### src/rtl/ufcr_pkg.sv
`timescale 1ns / 1ps
// Package for the four-channel ultrasonic ranger: field widths, register
// indexes, reset values and the result item type. No dependencies.
package ufcr_pkg;

    localparam int SENSORS_DEF   = 4;
    localparam int ECHO_W        = 4;
    localparam int IDX_W         = 2;
    localparam int DIST_W        = 11;
    localparam int COUNT_W       = 17;
    localparam int TIMEOUT_W     = 16;
    localparam int TRIGGER_W     = 8;
    localparam int GAP_W         = 16;
    localparam int CFG_ADDR_W    = 2;
    localparam int CFG_DATA_W    = 16;
    localparam int S_TDATA_W     = 8;
    localparam int M_TDATA_W     = 24;
    localparam int M_TUSER_W     = 2;

    // Register indexes on the configuration channel
    localparam logic [CFG_ADDR_W-1:0] REG_SCAN_ENABLE   = 2'd0;
    localparam logic [CFG_ADDR_W-1:0] REG_TIMEOUT_TICKS = 2'd1;
    localparam logic [CFG_ADDR_W-1:0] REG_TRIGGER_TICKS = 2'd2;
    localparam logic [CFG_ADDR_W-1:0] REG_GAP_TICKS     = 2'd3;

    localparam logic [TIMEOUT_W-1:0] TIMEOUT_RST = 16'd30000;
    localparam logic [TRIGGER_W-1:0] TRIGGER_RST = 8'd10;
    localparam logic [GAP_W-1:0]     GAP_RST     = 16'd60000;

    // Rounding offset and reciprocal of 29 (2^20 scale) for the cm conversion:
    // floor((t + 29) / 58) = floor(((t + 29) >> 1) * 36158 >> 20), exact
    // for every count the echo phase can hold.
    localparam logic [COUNT_W-1:0] ROUND_OFS  = 17'd29;
    localparam logic [15:0]        RECIP_29   = 16'd36158;
    localparam int                 RECIP_SHFT = 20;

    typedef struct packed {
        logic              timed_out;
        logic [DIST_W-1:0] distance_cm;
        logic [IDX_W-1:0]  sensor_index;
        logic              result_valid;
        logic [ECHO_W-1:0] trigger_lines;
    } result_t;

endpackage

### src/rtl/ultrasonic_four_channel_ranger.sv
`timescale 1ns / 1ps
// Four-channel ultrasonic echo ranger: scan sequencer, cm conversion and a
// two-entry output buffer. Depends on ufcr_pkg.
//
// Usage:
//   Each input item on the s_ channel is one microsecond tick carrying the
//   four echo pin levels. Every accepted item yields exactly one result item
//   on the m_ channel: the trigger pin drive for that tick plus, on the tick
//   a measurement ends, the sensor index, the distance in cm or a timeout.
//   Sensors are scanned front, back, left, right while scan_enable is set;
//   each measurement is trigger pulse, wait for echo rise, count echo high,
//   then an idle gap.
//   Configuration goes through the cfg_ channel (always ready); the user must
//   write it only while the block is idle, which the block does not enforce.
//   Result path: a result item is registered into the output entry, or into
//   the skid entry while the receiver stalls. Throughput: one item per cycle
//   while s_tready is high, set by the single register stage holding the
//   sequencer state; the cm conversion is one 16x16 multiply in that same stage.
//   Stall: a result that is not taken moves into a skid register, so one
//   more item is still accepted; s_tready drops only while the skid register
//   is full, and returns as soon as the receiver takes an item.
//   Reset (aresetn low, synchronous): sequencer goes idle on sensor front,
//   counts clear, registers return to enable off, timeout 30000, trigger 10,
//   gap 60000, and both output entries empty.
module ultrasonic_four_channel_ranger
    import ufcr_pkg::*;
#(
    parameter int SENSORS = SENSORS_DEF
) (
    input  logic                  aclk,
    input  logic                  aresetn,
    // s_tdata: [3:0] echo_levels, [7:4] zero
    input  logic                  s_tvalid,
    output logic                  s_tready,
    input  logic [S_TDATA_W-1:0]  s_tdata,
    // m_tdata: [3:0] trigger_lines, [5:4] sensor_index, [16:6] distance_cm,
    //          [23:17] zero
    // m_tuser: [0] result_valid, [1] timed_out
    output logic                  m_tvalid,
    input  logic                  m_tready,
    output logic [M_TDATA_W-1:0]  m_tdata,
    output logic [M_TUSER_W-1:0]  m_tuser,
    // configuration write channel
    input  logic                  cfg_valid,
    output logic                  cfg_ready,
    input  logic [CFG_ADDR_W-1:0] cfg_addr,
    input  logic [CFG_DATA_W-1:0] cfg_data
);

    // Sequencer phases
    localparam logic [2:0] PH_IDLE = 3'd0;
    localparam logic [2:0] PH_TRIG = 3'd1;
    localparam logic [2:0] PH_RISE = 3'd2;
    localparam logic [2:0] PH_HIGH = 3'd3;
    localparam logic [2:0] PH_GAP  = 3'd4;

    localparam logic [IDX_W-1:0] SENSOR_LAST = IDX_W'(SENSORS - 1);

    // Configuration registers
    logic                  scan_enable_reg;
    logic [TIMEOUT_W-1:0]  timeout_reg;
    logic [TRIGGER_W-1:0]  trigger_reg;
    logic [GAP_W-1:0]      gap_reg;

    // Sequencer state
    logic [2:0]            phase_reg, phase_next;
    logic [IDX_W-1:0]      sensor_reg, sensor_next;
    logic [COUNT_W-1:0]    count_reg, count_next;

    // Output buffer
    logic                  m_valid_reg, skid_valid_reg;
    result_t               m_data_reg, skid_data_reg;

    logic                  accept;
    logic                  echo_bit;
    logic [COUNT_W-1:0]    count_inc;
    logic [COUNT_W-1:0]    round_sum;
    logic [31:0]           dist_prod;
    logic                  meas_done;
    logic [2:0]            adv_phase;
    logic [IDX_W-1:0]      adv_sensor;
    result_t               res;

    assign cfg_ready = 1'b1;
    assign s_tready  = !skid_valid_reg;
    assign accept    = s_tvalid && s_tready;

    assign m_tvalid = m_valid_reg;
    assign m_tdata  = {7'd0, m_data_reg.distance_cm, m_data_reg.sensor_index,
                       m_data_reg.trigger_lines};
    assign m_tuser  = {m_data_reg.timed_out, m_data_reg.result_valid};

    assign echo_bit  = s_tdata[sensor_reg];
    assign count_inc = count_reg + 1'b1;

    // Round-to-nearest cm: halve, then multiply by the reciprocal of 29
    assign round_sum = count_reg + ROUND_OFS;
    assign dist_prod = round_sum[COUNT_W-1:1] * RECIP_29;

    // Move to the next sensor, or drop to idle once scanning is switched off
    always_comb begin
        if (!scan_enable_reg) begin
            adv_phase  = PH_IDLE;
            adv_sensor = '0;
        end else begin
            adv_phase  = PH_TRIG;
            adv_sensor = (sensor_reg == SENSOR_LAST) ? '0 : sensor_reg + 1'b1;
        end
    end

    always_comb begin
        phase_next  = phase_reg;
        sensor_next = sensor_reg;
        count_next  = count_reg;
        meas_done   = 1'b0;
        res         = '0;
        case (phase_reg)
            PH_IDLE: begin
                if (scan_enable_reg) begin
                    phase_next  = PH_TRIG;
                    sensor_next = '0;
                    count_next  = '0;
                end
            end
            PH_TRIG: begin
                res.trigger_lines = ECHO_W'(1) << sensor_reg;
                count_next        = count_inc;
                if (count_inc >= {9'd0, trigger_reg}) begin
                    phase_next = PH_RISE;
                    count_next = '0;
                end
            end
            PH_RISE: begin
                if (echo_bit) begin
                    // rising tick counts as the first high tick
                    phase_next = PH_HIGH;
                    count_next = COUNT_W'(1);
                    if (timeout_reg == '0) begin
                        res.timed_out = 1'b1;
                        meas_done     = 1'b1;
                    end
                end else begin
                    count_next = count_inc;
                    if (count_inc > {1'b0, timeout_reg}) begin
                        res.timed_out = 1'b1;
                        meas_done     = 1'b1;
                    end
                end
            end
            PH_HIGH: begin
                if (echo_bit) begin
                    count_next = count_inc;
                    if (count_inc > {1'b0, timeout_reg}) begin
                        res.timed_out = 1'b1;
                        meas_done     = 1'b1;
                    end
                end else begin
                    res.distance_cm = dist_prod[RECIP_SHFT +: DIST_W];
                    meas_done       = 1'b1;
                end
            end
            PH_GAP: begin
                count_next = count_inc;
                if (count_inc >= {1'b0, gap_reg}) begin
                    phase_next  = adv_phase;
                    sensor_next = adv_sensor;
                    count_next  = '0;
                end
            end
            default: begin
                phase_next  = PH_IDLE;
                sensor_next = '0;
                count_next  = '0;
            end
        endcase

        if (meas_done) begin
            res.result_valid = 1'b1;
            res.sensor_index = sensor_reg;
            count_next       = '0;
            if (gap_reg == '0) begin
                phase_next  = adv_phase;
                sensor_next = adv_sensor;
            end else begin
                phase_next = PH_GAP;
            end
        end
    end

    // Configuration registers and sequencer state
    always_ff @(posedge aclk) begin
        if (!aresetn) begin
            scan_enable_reg <= 1'b0;
            timeout_reg     <= TIMEOUT_RST;
            trigger_reg     <= TRIGGER_RST;
            gap_reg         <= GAP_RST;
            phase_reg       <= PH_IDLE;
            sensor_reg      <= '0;
            count_reg       <= '0;
        end else begin
            if (cfg_valid && cfg_ready) begin
                case (cfg_addr)
                    REG_SCAN_ENABLE:   scan_enable_reg <= cfg_data[0];
                    REG_TIMEOUT_TICKS: timeout_reg     <= cfg_data;
                    REG_TRIGGER_TICKS: trigger_reg     <= cfg_data[TRIGGER_W-1:0];
                    REG_GAP_TICKS:     gap_reg         <= cfg_data;
                    default: ;
                endcase
            end
            if (accept) begin
                phase_reg  <= phase_next;
                sensor_reg <= sensor_next;
                count_reg  <= count_next;
            end
        end
    end

    // Output buffer control: the skid entry fills only while the output
    // entry is held by a stalled receiver
    always_ff @(posedge aclk) begin
        if (!aresetn) begin
            m_valid_reg    <= 1'b0;
            skid_valid_reg <= 1'b0;
        end else if (!m_valid_reg || m_tready) begin
            if (skid_valid_reg) begin
                m_valid_reg    <= 1'b1;
                skid_valid_reg <= 1'b0;
            end else begin
                m_valid_reg <= accept;
            end
        end else if (accept) begin
            skid_valid_reg <= 1'b1;
        end
    end

    always_ff @(posedge aclk) begin
        if (!m_valid_reg || m_tready) begin
            if (skid_valid_reg) begin
                m_data_reg <= skid_data_reg;
            end else if (accept) begin
                m_data_reg <= res;
            end
        end else if (accept) begin
            skid_data_reg <= res;
        end
    end

    // The skid entry never holds an item while the output entry is empty
    a_skid_order: assert property (@(posedge aclk) disable iff (!aresetn)
        skid_valid_reg |-> m_valid_reg)
        else $error("skid entry full with output entry empty");

    // At most one trigger line is driven per tick
    a_trig_onehot: assert property (@(posedge aclk) disable iff (!aresetn)
        m_tvalid |-> $onehot0(m_tdata[3:0]))
        else $error("more than one trigger line driven");

    // Result fields stay zero on ticks without a finished measurement
    a_idle_fields: assert property (@(posedge aclk) disable iff (!aresetn)
        (m_tvalid && !m_tuser[0]) |-> (m_tdata[16:4] == '0 && !m_tuser[1]))
        else $error("result fields set without result_valid");

    // A timeout never reports a distance
    a_tout_dist: assert property (@(posedge aclk) disable iff (!aresetn)
        (m_tvalid && m_tuser[1]) |-> (m_tdata[16:6] == '0 && m_tuser[0]))
        else $error("timeout reported with a distance");

endmodule
### config.mk
export PLATFORM = sky130hd
export DESIGN_NAME = ultrasonic_four_channel_ranger
export DESIGN_NICKNAME = d
export VERILOG_FILES = /design/src/rtl/ufcr_pkg.sv /design/src/rtl/ultrasonic_four_channel_ranger.sv
export SDC_FILE = /design/constraint.sdc
export NUM_CORES = 1
export LEC_CHECK = 0
export ABC_AREA = 1
export ABC_CLOCK_PERIOD_IN_PS = 15300
export BUFFER_PORTS_ARGS = -buffer_cell sky130_fd_sc_hd__buf_2
export CAP_MARGIN = 20
export CELL_PAD_IN_SITES_DETAIL_PLACEMENT = 2
export CELL_PAD_IN_SITES_GLOBAL_PLACEMENT = 2
export CORE_ASPECT_RATIO = 2
export CORE_MARGIN = 1
export CORE_UTILIZATION = 40
export DETAILED_ROUTE_END_ITERATION = 12
export PLACE_DENSITY_LB_ADDON = 0.2
export SYNTH_ARGS = -nofsm -noshare
export SYNTH_HDL_FRONTEND = slang
export SYNTH_SLANG_ARGS = --single-unit
### constraint.sdc
create_clock -name aclk -period 15.3 [get_ports aclk]
set_input_delay 3.06 -clock aclk [delete_from_list [all_inputs] [get_ports aclk]]
set_output_delay 3.06 -clock aclk [all_outputs]
set_load 0.02 [all_outputs]
## After elaboration in Yosys (flattened, before gate mapping)

Index checks and enable logic that the tools add are counted.

- Input bits: 31
- RAM bits: 0
- Register bits: 103
- Memories: 0
- ROM bits: 0
- Output and inout port bits: 29
- Bits in latches: 0

- Add/sub/neg operators: 3
- Multiplexer cells: 38
- Bitwise logic cells: 2
- Multipliers: 1
- Reductions and logical operators: 19
- Div/mod/pow operators: 0
- Order comparisons: 4
- Equality and inequality tests: 14
- Shift operators: 1

Operator list:

| cell | number |
|---|---|
| $mux W17 | 6 |
| $pmux W17 S5 | 1 |
| $mux W19 | 2 |
| $logic_not A16 Y1 | 2 |
| $mul A16 B15 Y30 const B | 1 |
| $mux W11 | 2 |
| $mux W3 | 7 |
| $add A17 B1 Y17 const B | 1 |
| $add A17 B5 Y17 const B | 1 |
| $ge A17 B16 Y1 | 1 |
| $ge A17 B8 Y1 | 1 |
| $gt A17 B16 Y1 | 1 |
| $ne A3 B3 Y1 const B | 5 |
| $pmux W3 S5 | 1 |
| $mux W2 | 6 |
| $reduce_and A2 Y1 | 6 |
| $mux W1 | 8 |
| $eq A2 B2 Y1 const B | 3 |
| $eq A3 B2 Y1 const B | 2 |
| $pmux W2 S3 | 1 |
| $reduce_and A6 Y1 | 1 |
| $lt A2 B4 Y1 const B | 1 |
| $mux W4 | 1 |
| $pmux W1 S2 | 2 |
| other kinds (17) | 19 |

## Logic depth before layout (Yosys ltp)

Gate-level depths: netlist (run 1).

- Depth after elaboration: 8
- Mapped depth: 35

## Worst setup path before layout (run 1)

OpenSTA, ideal clock, no wires.

- Path type: register -> register
- Start point: register count_reg[0]
- End point: register m_data_reg, in the netlist m_tdata[15] (data pin)
- Setup slack: 9164 ps
- Path buffers: 0
- Clock period less this slack: 6136 ps
- Library setup time: 266 ps
- Arrival time: 5870 ps
- Stages on the path, launching flop included: 31
- Cells stage by stage: dfxtp_1 -> nand2_1 -> nand3_1 -> nand3_1 -> nor2_1 -> nand2_1 -> inv_1 -> nand2_1 -> xor2_1 -> inv_1 -> ha_1 -> inv_1 -> xor2_1 -> fa_1 -> inv_1 -> fa_1 -> fa_1 -> fa_1 -> inv_1 -> fa_1 -> inv_1 -> ha_1 -> a21o_1 -> o21ai_0 -> nand2_1 -> a21oi_1 -> nand2_1 -> nand2_1 -> nand3_1 -> nand3_1 -> o21ai_0

- Word-level cells in the longest chain between the ends: 6

Ends and longest elaborated chain:

| element | line | source |
|---|---|---|
| start: declaration | ultrasonic_four_channel_ranger.sv:68 | `logic [COUNT_W-1:0] count_reg, count_next;` |
| start signal: assignment | ultrasonic_four_channel_ranger.sv:213 | `count_reg <= count_next;` |
| $add A17 B5 Y17 | ultrasonic_four_channel_ranger.sv:97 | `assign round_sum = count_reg + ROUND_OFS;` |
| $mul A16 B15 Y30 | ultrasonic_four_channel_ranger.sv:98 | `assign dist_prod = round_sum[COUNT_W-1:1] * RECIP_29;` |
| $mux W11 | ultrasonic_four_channel_ranger.sv:151 | `if (echo_bit) begin` |
| $mux W11 | ultrasonic_four_channel_ranger.sv:117 | `case (phase_reg)` |
| $mux W19 | ultrasonic_four_channel_ranger.sv:240 | `end else if (accept) begin` |
| $mux W19 | ultrasonic_four_channel_ranger.sv:238 | `if (skid_valid_reg) begin` |
| end signal: assignment | ultrasonic_four_channel_ranger.sv:239 | `m_data_reg <= skid_data_reg;` |
| end signal: assignment | ultrasonic_four_channel_ranger.sv:241 | `m_data_reg <= res;` |
| end: declaration | ultrasonic_four_channel_ranger.sv:72 | `result_t m_data_reg, skid_data_reg;` |

Every way passes these cells. The select of a mux whose other input is x is not followed.
A chain may end at the register's enable or synchronous reset.

==> results.toml, run 1 <==
[clock_tree]
cts_tree = "built"
clock_path_buffers = 2
cts-root-buf = "clkbuf_16"
htree_levels = 3
clock_sinks = 103
postCtsSetupBuffers = 0
cts_inserted_buffers = 9
clk_latency_ns = 0.38
clk_pin_slew_worst_paths_ns = 0.08
cts_resized = 0
ctsHoldBuffers = 0

[floorplan]
num_rows = 84
die_w_um = 117.4
core_area_um2 = 26280
die-area_um2 = 27330
io_pins = 60
start_util = 0.4055
fp.dieH_um = 232.8

[detailed_routing]
ant_nets = 0
vias = 9469
wirelength_um = 37720
via_per_inst = 5.317
routedWlPerCell_um = 21.18
drc = 0
drtIter0Drc = 226
first_pass_iters = 4

[logic_synthesis]
netlist_area_um2 = 10650
synth_edf_count = 38
yosysWarningCount = 0
synth_top_area_frac = 0.1797
yosys.cell_types.count = 42
synthTopCellsByArea = "ha_1 (18%), fa_1 (14%), dfxtp_1 (12%)"
synth_top_area_cell = "ha_1"
avgSynthCellArea_um2 = 7.643
ys_seq_area_frac = 0.2292
async_flop_share = 0
synth_ff_type = "dfxtp_1"
syn_inst = 1394
ys_ff_latch = 103

[final_layout]
num_antenna_cells = 0
final_common_cell = "inv_1"
layout_common_cells = "inv_1 (299), nand2_1 (271), ha_1 (153)"
syn_to_final_growth_pct = 8.280
nets = 1692
drive_gt1_frac = 0.06472
largest_reg_flops = 19
post-route-util = 0.4390

[flow_run]
cap_violations = 0

[grt]
groute.usage.overall = 0.2893
first_global_vias = 11260
grt_pass1_wl_um = 59160
antenna_found_initial = 0
grt_max_degree = 44
grt_overflow = 0

[placed_design]
dp_hpwl_um = 32630
place.gp.congestion = 0.8960
io_buffers = 47

[timing]
rsz0062_at_grt = "false"
hold_viol_final = 0
fmax_mhz = 131.3
fin_tns_setup_ns = 0
finalCritPeriodShare = 0.4979
worst_clock_skew_ns = 0.01299
finalSetupViolations = 0
relSlewSlack = 0.3638
tightest_slew_ns = 0.9532
min_period_ns = 7.618
slew_viol_final = 0
whs_ns = 0.4711

[setup_path]
worstSetupEndpointType = "flip-flop"
cp.required_ns = 15.43
worst_path_most_repeated_cell = "nand2_1"
path_max_fanout = 7
cp-start-kind = "flip-flop"
crit_arrival_ns = 7.75
critPathTopFamily = "adder cells"
crit_type = "flip-flop to flip-flop"
critPathSlowestCell = "fa_1"
cp_slowest_stage_delay_ns = 0.67
critPathBufInv = 6

[run_status]
status = "finished clean"

[hold_path]
hold_class = "flip-flop to flip-flop"
## worst reg2reg max path, delay by kind of cell (launching register included)
family / cells / cell delay, ns
simple gates: 15 / 1.88
fa+ha+maj: 7 / 3.41
buf+inv: 6 / 0.55
compound gates: 6 / 0.98
flops: 1 / 0.54
## cells in the mapped netlist, types with 3 or more instances
| library cell | number |
|---|---|
| o21ai_1 | 3 |
| buf_4 | 11 |
| a21oi_1 | 86 |
| inv_1 | 299 |
| nand3_1 | 46 |
| or2_2 | 3 |
| a21o_1 | 5 |
| nand2_1 | 271 |
| nor2_1 | 123 |
| a31oi_1 | 8 |
| buf_2 | 4 |
| and3_1 | 3 |
| inv_2 | 4 |
| xnor2_1 | 3 |
| nand2_2 | 6 |
| nor2_2 | 3 |
| dfxtp_1 | 65 |
| o211ai_1 | 10 |
| nand3b_1 | 4 |
| nor4_1 | 5 |
| o21ai_0 | 65 |
| ha_1 | 153 |
| clkbuf_1 | 15 |
| xor2_1 | 36 |
| o21bai_1 | 5 |
| nand4_1 | 15 |
| edfxtp_1 | 38 |
| nor3_1 | 11 |
| fa_1 | 76 |
## logic make-up (layout without fill, tap and decap cells)
logic type	after synthesis	in the layout	share of synthesized area
adders and majority gates	229	229	0.3225
and+or+nand+nor	495	495	0.1940
xor gates and xnor gates	39	39	0.03206
buffers and inverters	335	372	0.1231
DFF	103	103	0.2292
AOI/OAI and AO/OA	191	191	0.09841
other	2	8	0.0007049
## per-stage QoR
step	instance area (µm²)	worst slack, ns	cells
floorplan	10680	9.164	1400
global placement	11220	8.010	1765
detailed placement	11220	7.740	1765
CTS	11540	7.642	1781
global route	11540	7.188	1781
finish	11540	7.682	1781
## path summary, 6_finish.rpt
path | startpoint | end | slack [ns] | depth (start not counted)
max | count_reg[0] | m_tdata[12] | 7.68 | 34
min | trigger_reg[5] | trigger_reg[5] | 0.47 | 2
max reg2reg | count_reg[0] | m_tdata[12] | 7.68 | 34
min reg2reg | trigger_reg[5] | trigger_reg[5] | 0.47 | 2
## area by class of cell
cell class,instances,area [µm²]
Multi-Input combinational cell,962,6928
Sequential cell,103,2442
Tap cell,344,430.4
Inverter,303,1137
Fill cell,3120,14740
Timing Repair Buffer,53,280.3
Clock inverter,6,67.56
Clock buffer,10,250.2
## layer usage
metal,track usage,wire length [µm],up-vias
met2,0.6291,22830,173
li1,-,-,4449
met3,0.03162,651,134
met5,0,0,-
met1,0.2159,11160,4713
met4,0.2277,3078,0
Power of run 1 is left out: the tool's default activity adds up to more than one toggle a clock period on the data nets, which glitch-free logic cannot reach.
==> run 2, diff against run 1 <==
- ABC_CLOCK_PERIOD_IN_PS: 15300 -> 7470
- CORE_UTILIZATION: 40 -> 37
- clock period: 15.3 -> 7.47 ns (I/O delays scaled with it)
==> results.toml, run 2 (same netlist as run 1, synthesis figures left out) <==
[floorplan]
core_area_um2 = 28300
die_w_um = 122.0
die-area_um2 = 29520
start_util = 0.3764
num_rows = 87
io_pins = 60
fp.dieH_um = 242.0

[detailed_routing]
first_pass_iters = 4
vias = 9403
wirelength_um = 36700
routedWlPerCell_um = 20.32
drc = 0
via_per_inst = 5.207
ant_nets = 0
drtIter0Drc = 189

[grt]
met1_usage = 0.2090
first_global_vias = 11060
use_met3 = 0.02378
groute.usage.overall = 0.2671
antenna_found_initial = 0
grt_pass1_wl_um = 58330
grt-busiest-layer = "met2"
grt_max_degree = 44
grt_overflow = 0
globalRouteMet2Util = 0.5631

[timing]
whs_ns = 0.4705
fin_tns_setup_ns = 0
min_period_ns = 7.055
worst_clock_skew_ns = 0.01504
finalCritPeriodShare = 0.9445
finalSetupViolations = 0
tightest_slew_ns = 0.9049
hold_viol_final = 0
relSlewSlack = 0.3959
fmax_mhz = 141.7
slew_viol_final = 0

[final_layout]
final_common_cell = "inv_1"
post-route-util = 0.4113
drive_gt1_frac = 0.07655
final_cell_area_um2 = 11640
largest_reg_flops = 19
syn_to_final_growth_pct = 9.266
nets = 1705
layout_common_cells = "inv_1 (299), nand2_1 (271), ha_1 (153)"
num_antenna_cells = 0

[setup_path]
cp_slowest_stage_delay_ns = 0.65
cp-start-kind = "flip-flop"
worstSetupEndpointType = "flip-flop"
worst_path_most_repeated_cell = "nand2_1"
crit_arrival_ns = 7.14
path_max_fanout = 7
critPathSlowestCell = "fa_1"
crit_type = "flip-flop to flip-flop"
cp.required_ns = 7.55

[placed_design]
place.gp.congestion = 0.8815
place_area_um2 = 11330
dp_hpwl_um = 31680
io_buffers = 47

[clock_tree]
htree_levels = 3
clock_sinks = 103
clk_latency_ns = 0.38
postCtsSetupBuffers = 0
cts-root-buf = "clkbuf_16"
cts_inserted_buffers = 9
clock_path_buffers = 2
cts_resized = 0
ctsHoldBuffers = 0
clk_pin_slew_worst_paths_ns = 0.08
cts_tree = "built"

[flow_run]
cap_violations = 0

[hold_path]
hold_class = "flip-flop to flip-flop"

[run_status]
status = "finished clean"
-- run 2: cell types whose count changed in the layout (fill, tap and decap cells not counted), moves of 3 or more --
cell / before / now
buf_4: 6 / 19
dfxtp_1: 65 / 62
dfxtp_2: 0 / 3
inv_6: 0 / 3
-- run 2: worst max-delay path: cells and delay by family, from the launching register on --
family                     cells  cell delay (ns)
adders and majority gates      7             3.31
and+or+nand+nor               12             1.55
AOI/OAI and AO/OA              5             0.65
DFF                            1             0.53
xor gates and xnor gates       1             0.28
buffers and inverters          4             0.45
-- run 2: final timing paths --
| kind | slack, ns | to | from | cells after the start |
|---|---|---|---|---|
| setup reg to reg | 0.41 | m_tdata[16] | count_reg[6] | 29 |
| hold reg to reg | 0.47 | trigger_reg[4] | trigger_reg[4] | 2 |
| setup / recovery | 0.41 | m_tdata[16] | count_reg[6] | 29 |
| hold / removal | 0.47 | trigger_reg[4] | trigger_reg[4] | 2 |
-- run 2: area by class of cell --
type,instances,area [µm²]
Fill cell,3459,16660
Multi-Input combinational cell,962,6948
Sequential cell,103,2446
Inverter,303,1137
Tap cell,356,445.4
Timing Repair Buffer,66,377.9
Clock buffer,9,225.2
Clock inverter,7,61.31
-- run 2: per-layer routing --
| metal | part of all wire | vias up |
|---|---|---|
| li1 | - | 4470 |
| met2 | 0.61 | 121 |
| met3 | 0.012 | 106 |
| met4 | 0.079 | 0 |
| met5 | 0 | - |
| met1 | 0.30 | 4706 |
-- run 2: per-stage QoR --
| step | worst slack (ns) | cells |
|---|---|---|
| after floorplan | 1.334 | 1400 |
| after global placement | 0.5665 | 1790 |
| after detailed placement | 0.3956 | 1790 |
| after CTS | 0.3378 | 1806 |
| after global routing | -0.02961 | 1806 |
| final | 0.4146 | 1806 |
Power of run 2 is left out for the same reason.
